**config.mk**
```make
export PLATFORM = sky130hd
export DESIGN_NAME = mqtt_control_packet_parser
export DESIGN_NICKNAME = d
export VERILOG_FILES = /design/src/rtl/mqttp_pkg.sv /design/src/rtl/mqttp_front.sv /design/src/rtl/mqttp_queue.sv /design/src/rtl/mqttp_back.sv /design/src/rtl/mqtt_control_packet_parser.sv
export VERILOG_INCLUDE_DIRS = /design/src /design/src/rtl
export SDC_FILE = /design/constraint.sdc
export NUM_CORES = 1
export LEC_CHECK = 0
export BUFFER_PORTS_ARGS = -buffer_cell sky130_fd_sc_hd__buf_2
export CELL_PAD_IN_SITES_DETAIL_PLACEMENT = 1
export CELL_PAD_IN_SITES_GLOBAL_PLACEMENT = 2
export CORE_ASPECT_RATIO = 1.4
export CORE_MARGIN = 2
export CORE_UTILIZATION = 41
export DETAILED_ROUTE_END_ITERATION = 8
export PLACE_DENSITY_LB_ADDON = 0.1
export SLEW_MARGIN = 10
export SYNTH_ARGS = -nofsm -noshare
export SYNTH_HDL_FRONTEND = slang
export SYNTH_SLANG_ARGS = --single-unit
```
**constraint.sdc**
```tcl
create_clock -name clk_i -period 7.83 [get_ports clk_i]
set_input_delay 1.1745 -clock clk_i [delete_from_list [all_inputs] [get_ports clk_i]]
set_output_delay 1.1745 -clock clk_i [all_outputs]
set_load 0.01 [all_outputs]
```
**src/rtl/mqtt_control_packet_parser_macros.svh**
```systemverilog
// Assertion macros for the MQTT control packet parser.
// No dependencies; included by files that carry assertions.
`ifndef MQTT_CONTROL_PACKET_PARSER_MACROS_SVH
`define MQTT_CONTROL_PACKET_PARSER_MACROS_SVH
// Implication checked on every clock, masked while in reset.
`define MCPP_ASSERT(lbl, ante, cons, msg) \
  lbl: assert property (@(posedge clk_i) disable iff (!rst_ni) (ante) |-> (cons)) \
    else $error(msg);
// Next-cycle implication.
`define MCPP_ASSERT_NEXT(lbl, ante, cons, msg) \
  lbl: assert property (@(posedge clk_i) disable iff (!rst_ni) (ante) |=> (cons)) \
    else $error(msg);
`endif

```
**src/rtl/mqttp_pkg.sv**
```systemverilog
// Shared types and constants for the MQTT control packet parser.
// No dependencies.
package mqttp_pkg;
  localparam int unsigned LengthBytesDef = 4;
  localparam int unsigned QDepth = 2;

  typedef enum logic [3:0] {
    EV_HEADER = 4'd0, EV_CONFLAGS = 4'd1, EV_KEEPALIVE = 4'd2, EV_PKTID = 4'd3,
    EV_STRLEN = 4'd4, EV_STRBYTE = 4'd5, EV_PAYLOAD = 4'd6, EV_QOS = 4'd7,
    EV_LENERR = 4'd8, EV_UNSUP = 4'd9, EV_SKIPPED = 4'd10
  } event_e;

  typedef enum logic [3:0] {
    PH_HDR, PH_LEN, PH_SKIP, PH_PRE, PH_CFLAGS, PH_KA_HI, PH_KA_LO, PH_SLEN_HI,
    PH_SLEN_LO, PH_SBYTES, PH_PID_HI, PH_PID_LO, PH_PAYLOAD, PH_QOS
  } phase_e;

  localparam logic [3:0] TypeConnect = 4'd1;
  localparam logic [3:0] TypePublish = 4'd3;
  localparam logic [3:0] TypeSubscribe = 4'd8;
  localparam logic [3:0] TypeUnsub = 4'd10;

  localparam logic [2:0] KindTopic = 3'd5;
  localparam logic [2:0] KindFilter = 3'd6;

  typedef struct packed {
    logic        last;
    logic [7:0]  byte_value;
    logic [2:0]  string_kind;
    logic [27:0] field_value;
    logic [3:0]  header_flags;
    logic [3:0]  packet_type;
    event_e      event_res;
  } result_t;
endpackage

```
**src/rtl/mqttp_front.sv**
```systemverilog
// Front part: accepts stream bytes and parses them into result items.
// Depends on mqttp_pkg.
module mqttp_front import mqttp_pkg::*; #(
  parameter int unsigned LengthBytes = LengthBytesDef
) (
  input  logic       clk_i,
  input  logic       rst_ni,
  input  logic       byte_valid_i,
  input  logic [7:0] byte_i,
  output logic       byte_ready_o,
  output logic       res_valid_o,
  output result_t    res_o,
  input  logic       res_ready_i
);
  localparam int unsigned IdxW = $clog2(LengthBytes + 1);

  phase_e      phase_q, phase_d;
  logic [3:0]  type_q, type_d, flags_q, flags_d;
  logic [27:0] left_q, left_d;
  logic [IdxW-1:0] idx_q, idx_d;
  logic [7:0]  cflags_q, cflags_d, hi_q, hi_d;
  logic [15:0] sleft_q, sleft_d;
  logic [2:0]  kind_q, kind_d;
  logic        take;
  logic        emit;
  result_t     r;
  logic [27:0] len_new, left_dec;
  logic [15:0] slen;

  assign byte_ready_o = res_ready_i;
  assign take = byte_valid_i && res_ready_i;
  assign res_valid_o = take && emit;
  assign res_o = r;

  // Pick first enabled CONNECT string at or after kind k.
  function automatic logic [3:0] next_str(input logic [2:0] k, input logic [7:0] f);
    logic [3:0] res;
    res = 4'h8;
    if (k == 3'd0) res = 4'd0;
    else if (k <= 3'd2 && f[2]) res = {1'b0, k};
    else if (k <= 3'd3 && f[7]) res = 4'd3;
    else if (k <= 3'd4 && f[6]) res = 4'd4;
    return res;
  endfunction

  always_comb begin
    len_new = left_q;
    for (int i = 0; i < LengthBytes; i++) begin
      if (idx_q == IdxW'(i)) len_new = left_q | (28'(byte_i[6:0]) << (7 * i));
    end
  end
  assign left_dec = (left_q != 28'd0) ? left_q - 28'd1 : 28'd0;
  assign slen = {hi_q, byte_i};

  // Next state and result.
  always_comb begin
    logic [3:0] ns;
    phase_d = phase_q; type_d = type_q; flags_d = flags_q; left_d = left_q;
    idx_d = idx_q; cflags_d = cflags_q; hi_d = hi_q; sleft_d = sleft_q;
    kind_d = kind_q; emit = 1'b0;
    r = '0;
    r.packet_type = type_q;
    r.header_flags = flags_q;
    ns = 4'd0;
    case (phase_q)
      PH_HDR: begin
        type_d = byte_i[7:4]; flags_d = byte_i[3:0]; left_d = '0; idx_d = '0;
        phase_d = PH_LEN;
        r.packet_type = byte_i[7:4]; r.header_flags = byte_i[3:0];
      end
      PH_LEN: begin
        if (idx_q >= IdxW'(LengthBytes)) begin
          emit = 1'b1; r.event_res = EV_LENERR; r.field_value = left_q;
          r.byte_value = byte_i; r.last = 1'b1; phase_d = PH_HDR;
        end else begin
          left_d = len_new; idx_d = idx_q + 1'b1;
          if (!byte_i[7]) begin
            emit = 1'b1; r.field_value = len_new; r.event_res = EV_HEADER;
            case (type_q)
              4'd1: begin phase_d = PH_PRE; sleft_d = 16'd7; end
              4'd3: begin kind_d = KindTopic; phase_d = PH_SLEN_HI; end
              4'd4, 4'd5, 4'd6, 4'd7, 4'd8, 4'd10: phase_d = PH_PID_HI;
              4'd12, 4'd13, 4'd14: phase_d = PH_SKIP;
              default: begin r.event_res = EV_UNSUP; phase_d = PH_SKIP; end
            endcase
            if (len_new == 28'd0) begin r.last = 1'b1; phase_d = PH_HDR; end
          end
        end
      end
      default: begin
        case (phase_q)
          PH_PRE: begin
            if (sleft_q != 16'd0) sleft_d = sleft_q - 16'd1;
            if (sleft_q <= 16'd1) phase_d = PH_CFLAGS;
          end
          PH_CFLAGS: begin
            cflags_d = byte_i; emit = 1'b1; r.event_res = EV_CONFLAGS;
            r.field_value = 28'(byte_i); phase_d = PH_KA_HI;
          end
          PH_KA_HI, PH_SLEN_HI, PH_PID_HI: begin
            hi_d = byte_i;
            phase_d = (phase_q == PH_KA_HI) ? PH_KA_LO :
                      (phase_q == PH_SLEN_HI) ? PH_SLEN_LO : PH_PID_LO;
          end
          PH_KA_LO: begin
            emit = 1'b1; r.event_res = EV_KEEPALIVE; r.field_value = 28'(slen);
            phase_d = PH_SLEN_HI; kind_d = 3'd0;
          end
          PH_SLEN_LO, PH_SBYTES: begin
            emit = 1'b1; r.string_kind = kind_q;
            if (phase_q == PH_SLEN_LO) begin
              sleft_d = slen; r.event_res = EV_STRLEN; r.field_value = 28'(slen);
            end else begin
              sleft_d = (sleft_q != 16'd0) ? sleft_q - 16'd1 : 16'd0;
              r.event_res = EV_STRBYTE; r.byte_value = byte_i;
            end
            phase_d = PH_SBYTES;
            if (sleft_d == 16'd0) begin
              // string finished
              if (type_q == TypeConnect) begin
                ns = next_str(kind_q + 3'd1, cflags_q);
                if (ns[3]) phase_d = PH_SKIP;
                else begin kind_d = ns[2:0]; phase_d = PH_SLEN_HI; end
              end else if (type_q == TypePublish)
                phase_d = (flags_q[2:1] != 2'd0) ? PH_PID_HI : PH_PAYLOAD;
              else if (type_q == TypeSubscribe) phase_d = PH_QOS;
              else if (type_q == TypeUnsub) begin
                kind_d = KindFilter; phase_d = PH_SLEN_HI;
              end else phase_d = PH_SKIP;
            end
          end
          PH_PID_LO: begin
            emit = 1'b1; r.event_res = EV_PKTID; r.field_value = 28'(slen);
            if (type_q == TypePublish) phase_d = PH_PAYLOAD;
            else if (type_q == TypeSubscribe || type_q == TypeUnsub) begin
              kind_d = KindFilter; phase_d = PH_SLEN_HI;
            end else phase_d = PH_SKIP;
          end
          PH_PAYLOAD: begin
            emit = 1'b1; r.event_res = EV_PAYLOAD; r.byte_value = byte_i;
          end
          PH_QOS: begin
            emit = 1'b1; r.event_res = EV_QOS; r.field_value = 28'(byte_i);
            kind_d = KindFilter; phase_d = PH_SLEN_HI;
          end
          default: begin
            phase_d = PH_SKIP; emit = 1'b1; r.event_res = EV_SKIPPED;
            r.byte_value = byte_i;
          end
        endcase
        left_d = left_dec;
        if (left_dec == 28'd0) begin
          r.last = 1'b1; phase_d = PH_HDR;
          if (!emit) begin
            emit = 1'b1; r.event_res = EV_SKIPPED; r.byte_value = byte_i;
          end
        end
      end
    endcase
  end

  // Parser state registers.
  always_ff @(posedge clk_i or negedge rst_ni) begin
    if (!rst_ni) begin
      phase_q <= PH_HDR; type_q <= '0; flags_q <= '0; left_q <= '0; idx_q <= '0;
      cflags_q <= '0; hi_q <= '0; sleft_q <= '0; kind_q <= '0;
    end else if (take) begin
      phase_q <= phase_d; type_q <= type_d; flags_q <= flags_d; left_q <= left_d;
      idx_q <= idx_d; cflags_q <= cflags_d; hi_q <= hi_d; sleft_q <= sleft_d;
      kind_q <= kind_d;
    end
  end
endmodule

```
**src/rtl/mqttp_queue.sv**
```systemverilog
// Short result queue between front and back.
// Depends on mqttp_pkg.
module mqttp_queue import mqttp_pkg::*; (
  input  logic    clk_i,
  input  logic    rst_ni,
  input  logic    wr_valid_i,
  input  result_t wr_data_i,
  output logic    wr_ready_o,
  output logic    rd_valid_o,
  output result_t rd_data_o,
  input  logic    rd_ready_i
);
  result_t   mem_q [QDepth];
  logic      wp_q, rp_q;
  logic [1:0] cnt_q;
  logic      wr, rd;

  assign wr_ready_o = (cnt_q != 2'(QDepth));
  assign rd_valid_o = (cnt_q != 2'd0);
  assign rd_data_o = mem_q[rp_q];
  assign wr = wr_valid_i && wr_ready_o;
  assign rd = rd_valid_o && rd_ready_i;

  // Entry storage.
  always_ff @(posedge clk_i) begin
    if (wr) mem_q[wp_q] <= wr_data_i;
  end

  // Pointers and fill count.
  always_ff @(posedge clk_i or negedge rst_ni) begin
    if (!rst_ni) begin
      wp_q <= 1'b0; rp_q <= 1'b0; cnt_q <= '0;
    end else begin
      if (wr) wp_q <= ~wp_q;
      if (rd) rp_q <= ~rp_q;
      cnt_q <= cnt_q + {1'b0, wr} - {1'b0, rd};
    end
  end
endmodule

```
**src/rtl/mqttp_back.sv**
```systemverilog
// Back part: output register stage that drives the result stream.
// Depends on mqttp_pkg.
module mqttp_back import mqttp_pkg::*; (
  input  logic    clk_i,
  input  logic    rst_ni,
  input  logic    in_valid_i,
  input  result_t in_data_i,
  output logic    in_ready_o,
  output logic    out_valid_o,
  output result_t out_data_o,
  input  logic    out_ready_i
);
  logic    vld_q;
  result_t dat_q;

  assign in_ready_o = !vld_q || out_ready_i;
  assign out_valid_o = vld_q;
  assign out_data_o = dat_q;

  // Output register.
  always_ff @(posedge clk_i or negedge rst_ni) begin
    if (!rst_ni) vld_q <= 1'b0;
    else if (in_ready_o) vld_q <= in_valid_i;
  end
  always_ff @(posedge clk_i) begin
    if (in_ready_o && in_valid_i) dat_q <= in_data_i;
  end
endmodule

```
**src/rtl/mqtt_control_packet_parser.sv**
```systemverilog
// MQTT control packet parser top level: takes one byte per cycle while the result queue has room.
// Each result is registered in a queue entry and then in the output register before it appears.
// Throughput: one byte per cycle while the queue has room, as the parser handles each byte when it is taken.
// A 2-entry queue and an output register decouple input from output stalls.
// Reset (rst_ni low, async) returns the parser to waiting for a header.
// Depends on mqttp_pkg, mqttp_front, mqttp_queue, mqttp_back, macros header.
`include "mqtt_control_packet_parser_macros.svh"
module mqtt_control_packet_parser import mqttp_pkg::*; #(
  parameter int unsigned LengthBytes = LengthBytesDef
) (
  input  logic        clk_i,
  input  logic        rst_ni,
  input  logic        s_axis_tvalid,
  output logic        s_axis_tready,
  input  logic [7:0]  s_axis_tdata,   // [7:0] data_byte
  output logic        m_axis_tvalid,
  input  logic        m_axis_tready,
  output logic [55:0] m_axis_tdata,
  // [3:0] event_res, [7:4] packet_type, [11:8] header_flags,
  // [39:12] field_value, [42:40] string_kind, [50:43] byte_value, zeros above
  output logic        m_axis_tlast    // packet_last
);
  logic    f_valid, q_ready, q_valid, b_ready, b_valid;
  result_t f_res, q_res, b_res;

  mqttp_front #(.LengthBytes(LengthBytes)) u_front (
    .clk_i, .rst_ni, .byte_valid_i(s_axis_tvalid), .byte_i(s_axis_tdata),
    .byte_ready_o(s_axis_tready), .res_valid_o(f_valid), .res_o(f_res),
    .res_ready_i(q_ready)
  );
  mqttp_queue u_queue (
    .clk_i, .rst_ni, .wr_valid_i(f_valid), .wr_data_i(f_res), .wr_ready_o(q_ready),
    .rd_valid_o(q_valid), .rd_data_o(q_res), .rd_ready_i(b_ready)
  );
  mqttp_back u_back (
    .clk_i, .rst_ni, .in_valid_i(q_valid), .in_data_i(q_res), .in_ready_o(b_ready),
    .out_valid_o(b_valid), .out_data_o(b_res), .out_ready_i(m_axis_tready)
  );

  assign m_axis_tvalid = b_valid;
  assign m_axis_tlast = b_res.last;
  assign m_axis_tdata = {5'd0, b_res.byte_value, b_res.string_kind, b_res.field_value,
                         b_res.header_flags, b_res.packet_type, b_res.event_res};

  // Checks.
  `MCPP_ASSERT(a_no_drop, f_valid, q_ready, "front result dropped")
  `MCPP_ASSERT_NEXT(a_out_hold, m_axis_tvalid && !m_axis_tready, m_axis_tvalid,
                    "output valid dropped under stall")
  `MCPP_ASSERT(a_lenerr_last, m_axis_tvalid && m_axis_tdata[3:0] == EV_LENERR,
               m_axis_tlast, "length error must end packet")
endmodule
```
# [Yosys cells after proc, flatten, opt, wreduce, memory -nomap -nowiden]
# Memories as Yosys holds them, arrays and structs flattened. A register that Yosys moved wholly into a read port is not among the register bits.
# Cells that the tools add are included.
[totals] ramBits=104 memories=1 elab_cells=208 output_inout_bits=59 in_bits=12 register_bits=83
[mem_list] name="u_queue.mem_q" depth=2 width=52 rd=1 rd_clocked_by_memory_dff=1 write_ports=1 line_no="mqttp_queue.sv:13" rtl="result_t mem_q [QDepth];"
[op_classes] n_eq_ne=42 bitwise=8 reduce_logical=41 n_addsub=6 n_lt_le_gt_ge=5 mux=92
[ops] operator="$mux W28" count=8
[ops] operator="$mux W16" count=9
[ops] operator="$pmux W28 S2" count=2
[ops] operator="$mux W4" count=24
[ops] operator="$pmux W28 S3" count=1
[ops] operator="$pmux W16 S2" count=2
[ops] operator="$logic_not A28 Y1" count=2
[ops] operator="$pmux W4 S7" count=2
[ops] operator="$mux W3" count=18
[ops] operator="$eq A4 B4 Y1 const B" count=11
[ops] operator="$eq A4 B3 Y1 const B" count=8
[ops] operator="$mux W8" count=4
[ops] operator="$or A28 B14 Y28" count=1
[ops] operator="$or A28 B21 Y28" count=1
[ops] operator="$or A28 B28 Y28" count=1
[ops] operator="$or A28 B7 Y28" count=1
[ops] operator="$reduce_bool A28 Y1" count=1
[ops] operator="$sub A28 B1 Y28 const B" count=1
[ops] operator="$pmux W9 S2" count=1
[ops] operator="$le A16 B1 Y1 const B" count=1
[ops] operator="$logic_not A16 Y1" count=1
[ops] operator="$pmux W4 S2" count=2
[ops] operator="$pmux W8 S2" count=1
[ops] operator="$reduce_bool A16 Y1" count=1
[ops] operator="other kinds (47)" count=90

# [Longest topological paths before layout]
[depth] depth_word=17 ltp_mapped=13 depth_no_buf=12

# [Modules after synthesis]
# From an unflattened synthesis, not the netlist that was laid out.
[unflattened] cells_unflattened=1100 area_unflattened_um2=12360.6
[by_module_without_submodules] mod="mqttp_front" seq_area_each_um2=1826.8 cells_per_inst=859 area_each_um2=6545.0 instances=1
[by_module_without_submodules] mod="mqttp_queue" seq_area_each_um2=3223.1 cells_per_inst=179 area_each_um2=4159.0 instances=1
[by_module_without_submodules] mod="mqttp_back" seq_area_each_um2=1586.5 cells_per_inst=56 area_each_um2=1615.3 instances=1
[by_module_without_submodules] mod="mqtt_control_packet_parser" seq_area_each_um2=0.0 cells_per_inst=6 area_each_um2=41.3 instances=1

# [Least setup slack after synthesis]
# Ideal clock, no wire load.
[synth_timing] path_type="register -> register" startpoint="reg u_front.left_q[18]" endpoint="mem u_queue.mem_q[0][0] (netlist name), enable pin" t_required_ns=7.362 slack_ns=2.148 setup_time_ns=0.468 arrival_time_ns=5.214 period_less_slack_ns=5.682 path_buffers=2 stages_incl_launch_ff=11 path_cell_list="dfrtp_1 -> buf_2 -> or4_1 -> clkbuf_2 -> or3_4 -> or3_4 -> o311a_1 -> nor2_2 -> a21oi_2 -> a211oi_4 -> nor2b_1"
[synth_via] elab_chain_len=9 elab_cells_between_ends=10 cone_classes="add/sub (1); mux (5); reduce/logical (4)"
[synth_lines] element="from (decl)" line_no="mqttp_front.sv:19" rtl="logic [27:0] left_q, left_d;"
[synth_lines] element="from (signal assigned)" line_no="mqttp_front.sv:168" rtl="phase_q <= phase_d; type_q <= type_d; flags_q <= flags_d; left_q <= left_d;"
[synth_lines] element="$sub A28 B1 Y28 / $reduce_bool A28 Y1 (equally long branches)" line_no="mqttp_front.sv:52" rtl="assign left_dec = (left_q != 28'd0) ? left_q - 28'd1 : 28'd0;"
[synth_lines] element="$mux W28 *" line_no="mqttp_front.sv:52"
[synth_lines] element="$logic_not A28 Y1 *" line_no="mqttp_front.sv:152" rtl="if (left_dec == 28'd0) begin"
[synth_lines] element="$mux W1 *" line_no="mqttp_front.sv:152"
[synth_lines] element="$pmux W1 S2 *" line_no="mqttp_front.sv:65" rtl="case (phase_q)"
[synth_lines] element="$logic_and A1 B1 Y1 *" line_no="mqttp_front.sv:32" rtl="assign res_valid_o = take && emit;"
[synth_lines] element="$logic_and A1 B1 Y1 *" line_no="mqttp_queue.sv:21" rtl="assign wr = wr_valid_i && wr_ready_o;"
[synth_lines] element="$mux W1 *" line_no="mqttp_queue.sv:26" rtl="if (wr) mem_q[wp_q] <= wr_data_i;"
[synth_lines] element="$mux W1 (not written as such) *" line_no="mqttp_queue.sv:26"
[synth_lines] element="to (decl)" line_no="mqttp_queue.sv:13"
# Mark *: on every way between the ends. The rest lies on a longest branch, timed or not.

# [Worst setup path in the final report]
[layout_timing] startpoint="reg u_front.left_q[0]" endpoint="mem u_queue.mem_q[1][32] (netlist name), enable pin"
# Same word-level chain as after synthesis.

==> summary.txt <==
Run status
  – Outcome: finished clean

Timing
  – Worst Max-Slew Pin Slew: 956.5 ps
  – RSZ-0062 raised after global routing: false
  – Hold WS: 504.7 ps
  – Final Hold Fails: 0
  – Max transition margin: 35.65%
  – Sum Neg Setup Slack: 0 ps
  – Setup violators final: 0
  – Fmax: 212.6 MHz
  – Min Tclk post-route: roughly 4700 ps
  – Post-route clock period utilization: 60.08%
  – Worst Clk Skew: between 30 and 40 ps
  – Final Slew Violations: 0

Clock tree
  – CTS Hold Bufs: 0
  – Clk root buf: clkbuf_16
  – # resized after CTS: 0
  – Clock sinks: 234
  – Post-CTS repair timing setup buffer count: 0
  – CTS tree: done
  – Clock Latency Late Sink: roughly 560 ps
  – H-tree depth: 1
  – CTS clk-pin slew, worst paths: 70 ps
  – Max Root-Sink Buffers: 3
  – CTS buffer count: 24

Die
  – # IOs: 71
  – Die Y: slightly above 200 µm
  – # rows: 74
  – Die X: 148.4 µm
  – Core ar.: approximately 0.029 mm²
  – Die area: 0.03058 mm²
  – Initial Util: 41.27%

GRT
  – Initial antenna violation count: 0
  – Number of global-route vias before repair: 9354
  – Gr usage total: 24.95%
  – Largest net degree at the start of global routing: 55
  – First-pass GRT wire length: approximately 58 mm
  – Remaining global-route overflow: 0

Power and ir drop
  – Reg power frac: 39.3%
  – Clock Power Share: a little under a fifth
  – Net Sw Frac: 41.75%
  – Pint: roughly 3.4 mW
  – LEAKAGE: 5.013 nW
  – Worst vdd ir: 0.2500 mV
  – Logic pwr share: between 40% and 50%
  – Net Switching: 2.460 mW
  – PwrDens: approximately 440 mW/mm²

Synthesis
  – Post-synth EDFFs: 156
  – Synth Area per Inst: 10.76 µm²
  – Yosys reg bits: 234
  – Post-synth cell types: 77
  – Cell count after synthesis: 1112
  – Asr flop ratio synth: 33.33%
  – Syn. warnings: 0
  – Seq/Total Area, Yosys: ~55%
  – Synthesized cell area: 0.01196 mm²
  – Post-synth top flop: edfxtp_1

Worst setup path
  – Reg2reg setup slack: 3130 ps
  – Critical path class: register to register
  – Worst Reg2Reg Path Length in Cells: 11
  – CP arrival: 4880 ps
  – CP endpoint kind: register
  – Worst Path Max Fanout: between 50 and 60
  – Startpoint Class: register
  – RR Startpoint: u_front.left_q[0]
  – Critical Path RT: 8010 ps
  – Worst r2r dst: u_queue.mem_q[1][32]

Drt
  – Detailed router's first-iteration violation count: 509
  – Via density: 5.840
  – Avg WL per Cell: 24.16 µm
  – Routed wire length: between 30 and 40 mm
  – Met1 WL: 16.33 mm
  – Vias after detailed routing: 9040
  – Remaining routing DRC violations: 0
  – WL met2: roughly 18 mm
  – Max layer used: met4
  – Metal3 WL: roughly 1.5 mm
  – Antenna viol nets, final: 0
  – Drt pass-1 iters: 5

Hold path
  – Hold Path Origin: u_queue.cnt_q[1]
  – Worst Hold End: u_queue.cnt_q[1]
  – Cell depth of the worst min-delay path: 1
  – Worst Hold Class: register to register

Place
  – Routability cong.: 0.9302
  – Number of buffers inserted by port buffering: 65
  – Hpwl dp: 25.89 mm

Final layout
  – Layout cells sized above 1: 17.98%
  – Nets: between 1k and 1.5k
  – Layout area overhead: 11.79%
  – Diode count: 0

Job
  – Maximum capacitance violations: 0
[layout make-up]
cell class / instances / area (µm²)
inverter: 25 / 93.84
clock inverter: 14 / 101.3
multi-input combinational: 783 / 4977
timing repair buffer: 84 / 470.5
clock buffer: 28 / 615.6
sequential: 234 / 6638
fill: 3177 / 15610
tap: 380 / 475.5
[registers in the layout, summed over array words and instances (netlist names), 4 cells and up]
name	count
u_queue.mem_q	104
u_back.out_data_o	52
u_front.left_q	28
u_front.sleft_q	16
u_front.hi_q	8
u_front.flags_q	4
u_front.phase_q	4
u_front.type_q	4
[stage by stage]
step	setup slack (ps)	cell area, µm²	total power, mW	util, %	instances
2_1_floorplan	2148	11980	3.962	-	1116
3_3_place_gp	3280	12650	4.778	43.67	1506
3_5_place_dp	3139	12650	4.849	43.67	1506
4_1_cts	3112	13370	5.933	46.14	1548
5_1_grt	2861	13370	6.303	46.14	1548
6_report	3125	13370	5.892	46.14	1548
[synth_stat cells (9+ instances only)]
cell type	count	area, µm²
nor2_1	86	322.8
a22o_1	10	87.58
or4_1	11	82.58
nand2_1	118	442.9
nand4_1	10	62.56
xnor2_1	9	78.83
clkbuf_1	61	229.0
o21ai_0	88	440.4
nor4_1	19	118.9
nor2b_1	11	68.82
xor2_1	18	157.7
ha_1	16	200.2
or3_1	9	56.30
nor3_1	24	120.1
inv_1	25	93.84
dfrtp_1	78	1952
a21oi_1	87	435.4
a31oi_1	10	62.56
nand3_1	25	125.1
o22ai_1	14	87.58
mux2_2	68	765.7
edfxtp_1	156	4684
[critical path, stage by stage, from the launching register on]
cell      delay, ps
dfrtp_1         440
inv_1           170
ha_1            470
nor3b_1         540
nand4_1         420
nor3b_1         320
o21bai_1        130
a211oi_1        390
a21oi_2         250
a211oi_4        380
and2_2          190
buf_4           530
[cell families after synthesis]
kind of cell / after synthesis / share of synthesized area, %
other: 1 / 0.03135
AND/OR/NAND/NOR: 365 / 15.10
multiplexers: 70 / 6.569
XOR/XNOR: 27 / 1.977
buffers and inverters: 99 / 3.284
flip-flops: 234 / 55.48
adder cells (fa/ha/maj): 16 / 1.674
AO/OA/AOI/OAI: 300 / 15.88
[power by group through the flow]
stage / registers, mW / logic, mW / clock network, mW
5_1_grt: 2.38 / 2.79 / 1.14
2_1_floorplan: 2.26 / 1.70 / 0
3_3_place_gp: 2.30 / 2.48 / 0
4_1_cts: 2.31 / 2.53 / 1.09
6_report: 2.31 / 2.51 / 1.07
3_5_place_dp: 2.34 / 2.51 / 0
[metal layers]
layer,vias up,global-route usage [%]
met1,4528,33.25
met5,-,0
met2,214,41.82
li1,4221,-
met3,77,2.848
met4,0,9.694
[worst max path at each step]
stage	from	to	slack, ps	cells after the start
2_1_floorplan	u_front.left_q[18]	u_queue.mem_q[0][0]	2150	10
3_3_place_gp	u_front.left_q[0]	u_queue.mem_q[0][32]	3280	11
3_5_place_dp	u_front.left_q[0]	u_queue.mem_q[0][32]	3140	11
4_1_cts	u_front.left_q[0]	u_queue.mem_q[0][11]	3110	11
5_1_grt	u_front.left_q[0]	u_queue.mem_q[1][32]	2860	11
6_report	u_front.left_q[0]	u_queue.mem_q[1][32]	3130	11
[cell usage in the layout (no fill, tap or decap), types with 18 or more instances in the layout]
| cell | netlist | layout |
|---|---|---|
| buf_4 | 5 | 20 |
| nor4_1 | 19 | 18 |
| mux2_2 | 68 | 68 |
| nor2_1 | 86 | 86 |
| edfxtp_1 | 156 | 156 |
| o21ai_0 | 88 | 87 |
| nor3_1 | 24 | 24 |
| buf_2 | 1 | 64 |
| nand3_1 | 25 | 25 |
| xor2_1 | 18 | 18 |
| clkbuf_16 | 0 | 24 |
| nand2_1 | 118 | 118 |
| a21oi_1 | 87 | 86 |
| dfrtp_1 | 78 | 77 |
| inv_1 | 25 | 25 |
Power figures use the tool's default switching activity.
